File: src/rtl/sfb_pkg.sv
// sfb_pkg: shared types, controller byte constants and segment lookup
// for the four-digit segment frame builder; no dependencies
package sfb_pkg;

	// request transaction
	typedef struct packed {
		logic [6:0] left_value;
		logic       left_show;
		logic [6:0] right_value;
		logic       right_show;
		logic       colon_on;
	} req_t;

	// framed controller byte transaction
	typedef struct packed {
		logic [7:0] frame_byte;
		logic       start_before;
		logic       stop_after;
		logic       last_byte;
	} frm_t;

	// four segment codes, digit 0 is the leftmost
	typedef logic [3:0][7:0] seg_set_t;

	// step count of one frame
	localparam int unsigned FRAME_LEN = 10;
	typedef logic [3:0] step_t;

	localparam step_t STEP_FIRST = 4'd0;
	localparam step_t STEP_LAST  = 4'(FRAME_LEN - 1);

	// controller bytes
	localparam logic [7:0] CMD_AUTO_INC   = 8'h44;
	localparam logic [7:0] CMD_DISPLAY_ON = 8'h88;
	localparam logic [7:0] ADDR_BASE      = 8'hc0;
	localparam logic [7:0] POINT_BIT      = 8'h80;
	localparam logic [7:0] SEG_BLANK      = 8'h00;

	localparam logic [6:0] VALUE_MAX = 7'd99;

	// digit to segment code, bit 0 is segment a, bit 6 segment g
	function automatic logic [7:0] seg_code(input logic [3:0] digit);
		logic [7:0] code;
		case (digit)
			4'd0: code = 8'h3f;
			4'd1: code = 8'h06;
			4'd2: code = 8'h5b;
			4'd3: code = 8'h4f;
			4'd4: code = 8'h66;
			4'd5: code = 8'h6d;
			4'd6: code = 8'h7d;
			4'd7: code = 8'h07;
			4'd8: code = 8'h7f;
			4'd9: code = 8'h6f;
			default: code = SEG_BLANK;
		endcase
		return code;
	endfunction

endpackage

File: src/rtl/sfb_front.sv
// sfb_front: accepts request transactions, saturates and splits values,
// looks up segment codes; depends on sfb_pkg
module sfb_front (
	input  sfb_pkg::req_t     req,
	output sfb_pkg::seg_set_t segs
);
	import sfb_pkg::*;

	logic [6:0]  lv, rv;
	logic [14:0] lprod, rprod;
	logic [3:0]  ltens, lunits, rtens, runits;
	logic [7:0]  seg1;

	// saturate to two digits
	assign lv = (req.left_value  > VALUE_MAX) ? VALUE_MAX : req.left_value;
	assign rv = (req.right_value > VALUE_MAX) ? VALUE_MAX : req.right_value;

	// divide by ten via reciprocal, exact below 100
	assign lprod  = 15'(lv) * 15'd205;
	assign rprod  = 15'(rv) * 15'd205;
	assign ltens  = lprod[14:11];
	assign rtens  = rprod[14:11];
	assign lunits = 4'(lv - 7'({ltens, 3'b000}) - 7'({ltens, 1'b0}));
	assign runits = 4'(rv - 7'({rtens, 3'b000}) - 7'({rtens, 1'b0}));

	// segment codes, hidden pairs blank, colon on second digit
	assign seg1 = req.left_show ? seg_code(lunits) : SEG_BLANK;

	always_comb begin
		segs[0] = req.left_show  ? seg_code(ltens)  : SEG_BLANK;
		segs[1] = req.colon_on   ? (seg1 | POINT_BIT) : seg1;
		segs[2] = req.right_show ? seg_code(rtens)  : SEG_BLANK;
		segs[3] = req.right_show ? seg_code(runits) : SEG_BLANK;
	end

endmodule

File: src/rtl/sfb_queue.sv
// sfb_queue: short fifo of segment sets between front and back;
// depends on sfb_pkg
module sfb_queue #(
	parameter int unsigned DEPTH = 2
) (
	input  logic              clk,
	input  logic              arst_n,
	input  logic              push,
	input  sfb_pkg::seg_set_t push_data,
	input  logic              pop,
	output sfb_pkg::seg_set_t head,
	output logic              full,
	output logic              empty
);
	import sfb_pkg::*;

	localparam int unsigned AW = (DEPTH > 1) ? $clog2(DEPTH) : 1;
	localparam int unsigned CW = $clog2(DEPTH + 1);

	seg_set_t        mem_q [DEPTH];
	logic [AW-1:0]   wr_ptr_q, rd_ptr_q;
	logic [CW-1:0]   count_q;
	logic            do_push, do_pop;

	assign full    = (count_q == CW'(DEPTH));
	assign empty   = (count_q == '0);
	assign do_push = push && !full;
	assign do_pop  = pop && !empty;
	assign head    = mem_q[rd_ptr_q];

	// storage
	always_ff @(posedge clk) begin
		if (do_push) begin
			mem_q[wr_ptr_q] <= push_data;
		end
	end

	// pointers and fill count
	always_ff @(posedge clk or negedge arst_n) begin
		if (!arst_n) begin
			wr_ptr_q <= '0;
			rd_ptr_q <= '0;
			count_q  <= '0;
		end else begin
			if (do_push) begin
				wr_ptr_q <= (wr_ptr_q == AW'(DEPTH - 1)) ? '0 : wr_ptr_q + 1'b1;
			end
			if (do_pop) begin
				rd_ptr_q <= (rd_ptr_q == AW'(DEPTH - 1)) ? '0 : rd_ptr_q + 1'b1;
			end
			case ({do_push, do_pop})
				2'b10:   count_q <= count_q + 1'b1;
				2'b01:   count_q <= count_q - 1'b1;
				default: count_q <= count_q;
			endcase
		end
	end

	a_count_bound: assert property (@(posedge clk) disable iff (!arst_n)
		count_q <= CW'(DEPTH))
		else $error("queue fill count above depth");

	a_no_underflow: assert property (@(posedge clk) disable iff (!arst_n)
		pop |-> !empty)
		else $error("pop from empty queue");

	a_full_empty_excl: assert property (@(posedge clk) disable iff (!arst_n)
		!(full && empty))
		else $error("queue full and empty at once");

endmodule

File: src/rtl/sfb_back.sv
// sfb_back: walks the ten-byte frame for the queue head into a
// registered output; depends on sfb_pkg
module sfb_back (
	input  logic              clk,
	input  logic              arst_n,
	input  sfb_pkg::seg_set_t head,
	input  logic              empty,
	output logic              pop,
	output logic              frm_valid,
	input  logic              frm_stall,
	output sfb_pkg::frm_t     frm_data
);
	import sfb_pkg::*;

	step_t step_q;
	logic  frm_valid_q;
	frm_t  frm_data_q;
	logic  load;
	frm_t  next_byte;

	// output register takes a new byte when it is empty or being drained and the queue is not empty
	assign load = !empty && (!frm_valid_q || !frm_stall);
	assign pop  = load && (step_q == STEP_LAST);

	// byte and framing for the current step
	always_comb begin
		next_byte = '0;
		case (step_q)
			4'd0: next_byte = '{CMD_AUTO_INC, 1'b1, 1'b1, 1'b0};
			4'd1: next_byte = '{ADDR_BASE | 8'h00, 1'b1, 1'b0, 1'b0};
			4'd2: next_byte = '{head[0], 1'b0, 1'b1, 1'b0};
			4'd3: next_byte = '{ADDR_BASE | 8'h01, 1'b1, 1'b0, 1'b0};
			4'd4: next_byte = '{head[1], 1'b0, 1'b1, 1'b0};
			4'd5: next_byte = '{ADDR_BASE | 8'h02, 1'b1, 1'b0, 1'b0};
			4'd6: next_byte = '{head[2], 1'b0, 1'b1, 1'b0};
			4'd7: next_byte = '{ADDR_BASE | 8'h03, 1'b1, 1'b0, 1'b0};
			4'd8: next_byte = '{head[3], 1'b0, 1'b1, 1'b0};
			4'd9: next_byte = '{CMD_DISPLAY_ON, 1'b1, 1'b1, 1'b1};
			default: next_byte = '0;
		endcase
	end

	// step counter and output valid
	always_ff @(posedge clk or negedge arst_n) begin
		if (!arst_n) begin
			step_q      <= STEP_FIRST;
			frm_valid_q <= 1'b0;
		end else begin
			if (load) begin
				step_q      <= (step_q == STEP_LAST) ? STEP_FIRST : step_q + 1'b1;
				frm_valid_q <= 1'b1;
			end else if (!frm_stall) begin
				frm_valid_q <= 1'b0;
			end
		end
	end

	// output payload
	always_ff @(posedge clk) begin
		if (load) begin
			frm_data_q <= next_byte;
		end
	end

	assign frm_valid = frm_valid_q;
	assign frm_data  = frm_data_q;

	a_last_wraps: assert property (@(posedge clk) disable iff (!arst_n)
		(frm_valid_q && frm_data_q.last_byte) |-> (step_q == STEP_FIRST))
		else $error("step counter not at frame start after last byte");

	a_head_held: assert property (@(posedge clk) disable iff (!arst_n)
		(step_q != STEP_FIRST) |-> !empty)
		else $error("queue head lost in the middle of a frame");

	a_step_range: assert property (@(posedge clk) disable iff (!arst_n)
		step_q <= STEP_LAST)
		else $error("step counter out of range");

endmodule

File: src/rtl/four_digit_segment_frame_builder.sv
// four_digit_segment_frame_builder: top level, front decode, segment queue
// and frame sequencer; depends on sfb_pkg, sfb_front, sfb_queue, sfb_back
//
//   channel | dir | handshake             | payload
//   req     | in  | req_valid / req_stall | sfb_pkg::req_t (values, shows, colon)
//   frm     | out | frm_valid / frm_stall | sfb_pkg::frm_t (byte and framing)
//
// each request yields ten bytes, one per cycle without output stall.
// requests are decoded in the accept cycle and wait in a QUEUE_DEPTH deep
// queue, so the next request is taken while the current frame still runs.
// reset clears queue pointers and fill count, step counter and output valid.
// req_stall rises only while the queue is full; frm_stall holds the output
// register and the step counter.
module four_digit_segment_frame_builder #(
	parameter int unsigned QUEUE_DEPTH = 2
) (
	input  logic          clk,
	input  logic          arst_n,
	input  logic          req_valid,
	output logic          req_stall,
	input  sfb_pkg::req_t req_data,
	output logic          frm_valid,
	input  logic          frm_stall,
	output sfb_pkg::frm_t frm_data
);
	import sfb_pkg::*;

	seg_set_t segs, head;
	logic     q_full, q_empty, q_pop;

	// decode requests
	sfb_front u_front (
		.req  (req_data),
		.segs (segs)
	);

	// decoupling queue
	sfb_queue #(
		.DEPTH (QUEUE_DEPTH)
	) u_queue (
		.clk       (clk),
		.arst_n    (arst_n),
		.push      (req_valid),
		.push_data (segs),
		.pop       (q_pop),
		.head      (head),
		.full      (q_full),
		.empty     (q_empty)
	);

	assign req_stall = q_full;

	// frame sequencer
	sfb_back u_back (
		.clk       (clk),
		.arst_n    (arst_n),
		.head      (head),
		.empty     (q_empty),
		.pop       (q_pop),
		.frm_valid (frm_valid),
		.frm_stall (frm_stall),
		.frm_data  (frm_data)
	);

endmodule
File: config.mk
export PLATFORM = sky130hd
export DESIGN_NAME = four_digit_segment_frame_builder
export DESIGN_NICKNAME = d
export VERILOG_FILES = /design/src/rtl/sfb_pkg.sv /design/src/rtl/sfb_front.sv /design/src/rtl/sfb_queue.sv /design/src/rtl/sfb_back.sv /design/src/rtl/four_digit_segment_frame_builder.sv
export SDC_FILE = /design/constraint.sdc
export NUM_CORES = 1
export LEC_CHECK = 0
export BUFFER_PORTS_ARGS = -buffer_cell sky130_fd_sc_hd__buf_2
export CAP_MARGIN = 20
export CORE_UTILIZATION = 45
export DETAILED_ROUTE_END_ITERATION = 12
export GPL_TIMING_DRIVEN = 0
export PLACE_DENSITY = 0.69
export SLEW_MARGIN = 20
export SYNTH_ARGS = -nofsm -noshare
export SYNTH_HDL_FRONTEND = slang
export SYNTH_SLANG_ARGS = --single-unit
export TNS_END_PERCENT = 1
File: constraint.sdc
create_clock -name clk -period 3.2 [get_ports clk]
set_input_delay 0.48 -clock clk [delete_from_list [all_inputs] [get_ports clk]]
set_output_delay 0.48 -clock clk [all_outputs]
set_load 0.02 [all_outputs]
---- Word-level counts from Yosys, hierarchy flattened ----
Memories as Yosys holds them, arrays and structs flattened.
Index checks and enable logic that the tools add are counted.
storage, ports and cells
  memories kept ........................... 5
  input port bits ......................... 21
  bits in writable memories ............... 64
  flip-flop bits (word level) ............. 20
  ROM bits ................................ 448
operators by class
  multiplexer cells ....................... 16
  reductions and logical operators ........ 12
  equal/unequal tests ..................... 13
  order comparisons ....................... 2
  $add $sub $neg .......................... 9
  $mul .................................... 2
memories
  name              depth  bits a word  rd ports  clocked after Yosys merged registers in  wr ports  RTL line         source
  (name not given)  16     7            1         0                                        0         sfb_pkg.sv:44    case (digit)
  (name not given)  16     7            1         0                                        0         sfb_pkg.sv:44
  (name not given)  16     7            1         0                                        0         sfb_pkg.sv:44
  (name not given)  16     7            1         0                                        0         sfb_pkg.sv:44
  u_queue.mem_q     2      32           1         0                                        1         sfb_queue.sv:20  seg_set_t mem_q [DEPTH];
operator list
  cell                                                                 count
  11-bit case mux with 10 select lines                                 1
  8-bit 2-to-1 mux                                                     5
  7-bit by 8-bit multiplier with 15-bit output, second input constant  2
  4-bit by 3-bit == test with 1-bit output, second input constant      4
  4-bit subtractor                                                     4
  7-bit greater-than comparator, second input constant                 2
  7-bit 2-to-1 mux                                                     2
  4-bit by 2-bit == test with 1-bit output, second input constant      2
  4-bit == test, second input constant                                 2
  1-bit 2-to-1 mux                                                     6
  4-bit by 1-bit adder with 4-bit output, second input constant        1
  2-bit == test, second input constant                                 2
  4-bit by 1-bit == test with 1-bit output, second input constant      1
  1-bit logical AND                                                    4
  1-bit logical NOT                                                    4
  4-bit logical NOT                                                    1
  4-bit 2-to-1 mux                                                     1
  2-bit case mux with 2 select lines                                   1
  1-bit adder, second input constant                                   2
  2-bit by 1-bit adder with 2-bit output, second input constant        1
  2-bit by 1-bit == test with 1-bit output, second input constant      1
  2-bit logical NOT                                                    1
  2-bit by 1-bit != test with 1-bit output, second input constant      1
  2-bit nonzero test                                                   1
  2 further kinds                                                      2

---- Logic depth before layout (Yosys ltp) ----
Gate-level depths: netlist of the first run.
An unclocked memory read counts as a cell.
  depth in word-level cells ............... 8
  gate-level depth with buffers ........... 22
  depth with buffers taken out ............ 22

---- Modules after synthesis ----
From an unflattened synthesis of the first run, not the netlist that was laid out.
second synthesis, totals
  cell total of the unflattened synthesis .. 552
  area total of the unflattened synthesis .. 6545.0 sq um
by module, submodules not included
  module     area an instance (sq um)  cells an instance  instances
  sfb_front  2894.0                    348                1
  sfb_queue  2658.8                    118                1
  sfb_back   992.2                     86                 1

---- Worst setup path before layout of the first run ----
Ideal clock, no wire load.
  kind .................................... input to register
  start ................................... in req_data[6] (netlist name)
  end ..................................... mem u_queue.mem_q[0][24] (netlist name) (data pin)
  arrival time ............................ 5562 ps
  cell stages on the path ................. 22
  setup slack ............................. -2619 ps
  path buffers ............................ 1
  required time ........................... 2942 ps
  library setup time ...................... 258 ps
  cell sequence ........................... o311a_1 nor2_1 inv_1 ha_1 inv_1 fa_1 inv_1 ha_1 ha_1 ha_1 a211o_1 a211o_2 o211ai_2 nor3b_1 nor2_1 ha_1 nand2_1 and4_1 or4_4 buf_6 o211a_1 o21a_1
RTL lines
  element      RTL line                                source
  from (decl)  four_digit_segment_frame_builder.sv:21  input sfb_pkg::req_t req_data,
  to (decl)    sfb_queue.sv:20

==> impl_metrics.py, run 1 <==
metrics = {
    "clocking": {
        "cts_made_buffers": 9,
        "clock-sinks": 78,
        "root_buffer": "clkbuf_16",
        "ctsLongestPathBuffers": 2,
        "clk_pin_slew_worst_paths_ps": 60,
        "htreeDepth": 3,
        "cts_tree": "done",
        "clk_latency_ps": 330,
    },
    "global_route": {
        "grt_pass1_vias": 4525,
        "grtUsageMet3": 0.0320,
        "grt_use_met1": 0.233,
        "track_usage": 0.189,
        "grt_max_degree": 30,
        "grt-busiest-layer": "met2",
        "antenna_found_initial": 0,
        "grt_pass1_wl_um": 21200,
        "grt_overflow_total": 0,
        "grtUsageMet2": 0.334,
    },
    "sta": {
        "timing.final.crit_share": 1.66,
        "maxSlewViolCount": 0,
        "period_needed_ps": 5310,
        "final-setup-viol-count": 56,
        "worst_pin_slew_ps": 783,
        "hold_viol": 0,
        "fmaxAchievable_mhz": 188,
        "timing.final.ws_setup_ps": -2110,
        "relSlewSlack": 0.474,
        "rsz0062_at_grt": "yes",
        "fin_skew_ps": 3.96,
    },
    "worst_hold_path": {
        "min_path_cells": 1,
        "min_from": "req_data[0]",
        "min_to": "u_queue.mem_q[0][15]",
        "hp-class": "input port to flip-flop",
    },
    "placement": {
        "io_buffers": 33,
        "dp_slack_ps": -2980,
        "dp_hpwl_um": 9220,
        "place_congestion": 0.926,
    },
    "synthesis": {
        "ys_warn_count": 0,
        "syn_area_um2": 6000,
        "synth_seq_area_share": 0.383,
        "synth_top_area_frac": 0.345,
        "synthDistinctLibCells": 62,
        "synthTopCellsByArea": "edfxtp_1 35%, ha_1 19%, fa_1 5.3%",
        "avgSynthCellArea_um2": 10.9,
        "synth_common_cells": "93 x ha_1, 69 x edfxtp_1, 57 x inv_1",
        "ys.flop_type": "edfxtp_1",
        "synth_nets": 680,
        "synth.largest_area_cell": "edfxtp_1",
        "async_flop_share": 0.115,
        "synth_seq_cells": 78,
        "yosysMostFrequentCell": "ha_1",
        "netlist_instances": 550,
        "synth-edff-count": 69,
    },
    "setup_path": {
        "rr_endpoint": "u_back.frm_data[4]",
        "critPathArrivalTime_ps": 5380,
        "critPathKind": "input port to flip-flop",
        "cp_max_fo": 5,
        "worst_ep_required_time_ps": 3270,
        "rrSetupSlack_ps": 760,
        "critPathLaunchType": "input port",
        "worstSetupEndpointType": "flip-flop",
        "r2r_cells": 7,
        "r2r_start": "u_back.step_q[3]",
    },
    "drt": {
        "via_per_inst": 5.50,
        "vias": 4387,
        "first_pass_iters": 5,
        "drt_iter0_drc": 341,
        "routed_wirelength_um": 12600,
        "wire_per_inst_um": 15.8,
        "antenna_left": 0,
        "drc": 0,
    },
    "power": {
        "power.density_nw_per_um2": 849,
        "total_power_mw": 6.31,
        "power.leakage_nw": 3.21,
        "vdd_drop_max_uv": 301,
    },
    "run_status": {
        "outcome": "finished, violations left",
        "violations": "setup timing",
    },
    "floorplanning": {
        "die_area_um2": 13800,
        "core-area_um2": 12800,
        "die_y_um": 118,
        "die_x_um": 118,
        "rows": 41,
        "initial_core_util": 0.468,
        "io_pins": 34,
    },
    "final_layout": {
        "antennaDiodeCount": 0,
        "area.growth.synth_to_final_pct": 23.8,
        "nNetsFinal": 751,
        "drive_above_1_share": 0.305,
        "fin_util": 0.579,
    },
    "run": {
        "cap_violations": 0,
    },
}
[per-stage QoR]
| stage | instance area [um^2] | hold WS, ps | instances | TNS (ps) |
|---|---|---|---|---|
| floorplan | 6080 | 184 | 550 | -105770 |
| global placement | 6460 | 338 | 755 | -136000 |
| detailed placement | 6490 | 343 | 756 | -139360 |
| CTS | 7280 | 334 | 796 | -94590 |
| global route | 7430 | 334 | 798 | -101460 |
| finish | 7430 | 343 | 798 | -93050 |
[placed cells by master, fill, tap and decap left out, types with 10 or more instances in the layout]
cell       n
buf_2     30
buf_4     23
clkbuf_1  16
edfxtp_1  69
fa_1      13
ha_1      73
ha_4      14
inv_1     48
inv_2     10
mux2_2    11
nand2_1   24
nand3_1   15
nor2_1    20
nor3_1    11
o21a_1    11
[power by group]
part / switching (mW) / internal, mW / total, mW
registers: 0.114 / 1.67 / 1.79
clock network: 0.393 / 0.604 / 0.997
logic: 2.03 / 1.49 / 3.52
[cell type report]
| cell class | count | area (um^2) |
|---|---|---|
| clock inverters | 7 | 73.8 |
| fillers | 1044 | 5390 |
| flip-flops and latches | 78 | 2300 |
| multi-input cells | 390 | 3870 |
| inverters | 58 | 218 |
| repair buffers | 60 | 409 |
| well taps | 172 | 215 |
| plain buffers | 24 | 121 |
| clock buffers | 9 | 225 |
[timing repair]
action,4_1_cts,5_1_grt
endpoints found under the hold margin,9,0
hold buffers,1,0
pin swaps,38,21
setup endpoints to repair,56,56
setup buffers,21,1
cloned,2,0
gates resized for setup,70,36
[sequential cells by signal, indices dropped and copies added (netlist names)]
register	flops
u_back.step_q	4
u_queue.mem_q	58
u_queue.wr_ptr_q	1
u_back.frm_data	11
u_queue.rd_ptr_q	1
u_queue.count_q	2
u_back.frm_valid	1
[worst max-delay path, cell delays in order]
cell      delay (ps)
buf_6            100
o311a_4          380
nor2_4           100
inv_2             60
ha_4             260
inv_2             40
fa_2             340
inv_2             70
fa_1             430
ha_4             300
ha_4             200
o21a_4           210
a211o_2          350
o211ai_4         210
nor3b_4          280
nor2_4            70
ha_4             280
nand2_2           40
and4_1           200
or4_4            510
buf_6            160
o211a_1          110
o21a_1           210
[layer usage]
layer  vias to the layer above  routed length (um)
li1                       2159                   -
met1                      2121                5520
met2                        88                6410
met3                        19                 454
met4                         0                 232
met5                         -                   0
[logic make-up (layout without fill, tap and decap cells)]
logic type	Yosys count	in the layout	share of synthesized area
buf+inv	82	158	0.0534
mux	20	20	0.0356
flops	78	78	0.383
xor+xnor	16	16	0.0233
fa+ha+maj	110	110	0.249
compound gates	113	113	0.145
simple gates	131	131	0.111
[worst max-delay path by stage]
stage / depth (start not counted) / endpoint / startpoint / slack (ps)
floorplan: 22 / u_queue.mem_q[0][24] / req_data[4] / -2350
global placement: 23 / u_queue.mem_q[0][11] / req_data[13] / -2930
detailed placement: 23 / u_queue.mem_q[1][10] / req_data[13] / -2980
CTS: 23 / u_queue.mem_q[1][11] / req_data[12] / -2100
global route: 23 / u_queue.mem_q[0][27] / req_data[4] / -2270
finish: 23 / u_queue.mem_q[1][27] / req_data[4] / -2110
(Power assumes the default switching activity.)
==> run 2, diff against run 1 <==
==> constraint.sdc (replaced) <==
create_clock -name clk -period 5.27 [get_ports clk]
set_input_delay 0.7905 -clock clk [delete_from_list [all_inputs] [get_ports clk]]
set_output_delay 0.7905 -clock clk [all_outputs]
set_load 0.02 [all_outputs]
==> run 2 against run 1 <==
Compared with the run above:
- sequential cell count unchanged
- sequential power down 40%
- register-to-register slack better by 2100 ps
- final area down 3.2%
- critical path type unchanged
- combinational power down 42%
- the run still ends with setup timing left
==> impl_metrics.py, run 2 (synthesis results as in run 1) <==
metrics = {
    "placement": {
        "dp_slack_ps": -1200,
        "place_congestion": 0.924,
        "dp_hpwl_um": 9150,
        "place_inst": 756,
        "dpl-instance-area_um2": 6490,
        "io_buffers": 33,
    },
    "final_layout": {
        "largest_reg_flops": 58,
        "final_common_cell": "ha_1",
        "finalNonFillerCells": 788,
        "drive_above_1_share": 0.252,
        "nNetsFinal": 741,
        "largest-register": "u_queue.mem_q",
        "final_cell_mix": "78 x ha_1, 69 x edfxtp_1, 51 x inv_1",
        "antennaDiodeCount": 0,
        "area.growth.synth_to_final_pct": 19.8,
        "final_area_um2": 7190,
    },
    "global_route": {
        "grt_pass1_wl_um": 20600,
        "antenna_found_initial": 0,
        "grt_overflow_total": 0,
        "track_usage": 0.186,
        "grt_pass1_vias": 4386,
        "grt_max_degree": 30,
    },
    "drt": {
        "via_per_inst": 5.45,
        "first_pass_iters": 5,
        "drt_iter0_drc": 226,
        "routed_wirelength_um": 12200,
        "antenna_left": 0,
        "wire_per_inst_um": 15.5,
        "vias": 4297,
        "drc": 0,
    },
    "floorplanning": {
        "rows": 41,
        "die_area_um2": 13800,
        "die_y_um": 118,
        "initial_core_util": 0.468,
        "io_pins": 34,
        "die_x_um": 118,
        "core-area_um2": 12800,
    },
    "clocking": {
        "clk_latency_ps": 330,
        "cts_made_buffers": 9,
        "ctsLongestPathBuffers": 2,
        "cts_tree": "done",
        "clock-sinks": 78,
        "clk_pin_slew_worst_paths_ps": 60,
        "htreeDepth": 3,
        "root_buffer": "clkbuf_16",
    },
    "setup_path": {
        "slowest_stage": "or4_4",
        "critPathArrivalTime_ps": 5790,
        "worstSetupEndpointType": "flip-flop",
        "cp_max_fo": 5,
        "critical_path.top_delay_family": "adder cells",
        "critPathMaxStageDelay_ps": 550,
        "worst_ep_required_time_ps": 5340,
        "crit_top_cell": "ha_4",
        "critPathLaunchType": "input port",
        "critPathKind": "input port to flip-flop",
        "crit_chain": "buf_2, o311a_4, nor2_4, inv_2, ha_4, inv_2, fa_2, inv_2, fa_1, ha_4, ha_4, o21a_4, a211o_4, o211ai_4, nor3b_4, nor2_4, ha_4, xor2_1, and4_1, or4_4, buf_6, o211a_1, o21a_1",
        "r2r_start": "u_back.step_q[3]",
        "path_buf_inv": 5,
        "crit_path_start": "req_data[4]",
    },
    "run_status": {
        "violations": "setup timing",
        "outcome": "finished, violations left",
    },
    "sta": {
        "final-setup-viol-count": 28,
        "worst_pin_slew_ps": 785,
        "period_needed_ps": 5720,
        "relSlewSlack": 0.476,
        "maxSlewViolCount": 0,
        "fin_skew_ps": 6.61,
        "rsz0062_at_grt": "yes",
        "timing.final.ws_setup_ps": -451,
        "timing.final.crit_share": 1.09,
        "hold_viol": 0,
        "fmaxAchievable_mhz": 175,
        "fin_tns_setup_ps": -9630,
    },
    "power": {
        "power.density_nw_per_um2": 518,
        "vdd_drop_max_uv": 192,
        "power.leakage_nw": 3.13,
    },
    "run": {
        "cap_violations": 0,
    },
    "worst_hold_path": {
        "hp-class": "input port to async pin",
    },
}
==> run 2: worst reg2reg max path, stage by stage (launching register included) <==
cell and delay (ps):
dfrtp_1 330, clkbuf_1 280, inv_1 190, nor4_1 420, clkbuf_1 430, a22oi_1 180, and3_1 200, o21ai_0 230
==> run 2: final timing paths <==
check / endpoint / slack (ps) / depth (start not counted)
hold reg to reg: u_queue.count_q[1] / 500 / 1
hold / removal: u_back.frm_valid / 300 / 1
min in group clk: u_queue.count_q[1] / 500 / 1
max in group asynchronous: u_back.step_q[2] / 4790 / 1
setup reg to reg: u_back.frm_data[9] / 2820 / 7
setup / recovery: u_queue.mem_q[0][27] / -450 / 23
==> run 2: final cells by class <==
cell class                 count  area [um^2]
clock buffer                  10          229
timing repair buffer          50          313
sequential                    78         2300
clock inverter                 6         62.6
buffer                        24          114
fill                        1100         5630
inverter                      58          218
tap                          172          215
multi-input combinational    390         3740
==> run 2: timing repair <==
item	CTS	global route
endpoints found under the hold margin	0	0
gates cloned	2	0
pin swaps	30	14
resized for setup	40	25
hold buffers	0	0
buffers inserted	10	3
setup endpoints to repair	38	46
==> run 2: stage by stage <==
stage / power, mW / hold slack, ps / util
after detailed placement: 2.93 / 498 / 0.506
final: 3.73 / 299 / 0.561
after global placement: 2.86 / 467 / 0.504
after global routing: 4.02 / 303 / 0.561
after CTS: 3.65 / 296 / 0.552
after floorplan: 2.49 / 461 / -
==> run 2: power breakdown <==
group	internal [mW]	total (mW)	leakage, nW	switching (mW)
Combinational	0.865	2.05	2.23	1.19
Clock	0.364	0.593	0.136	0.228
Sequential	1.02	1.08	0.763	0.0670
==> run 2: per-layer routing <==
| metal | up-vias | global-route usage | routed length, um |
|---|---|---|---|
| met4 | 0 | 0.0705 | 240 |
| met1 | 2061 | 0.221 | 5420 |
| met5 | - | 0 | 0 |
| met3 | 18 | 0.0291 | 327 |
| li1 | 2133 | - | - |
| met2 | 85 | 0.337 | 6210 |
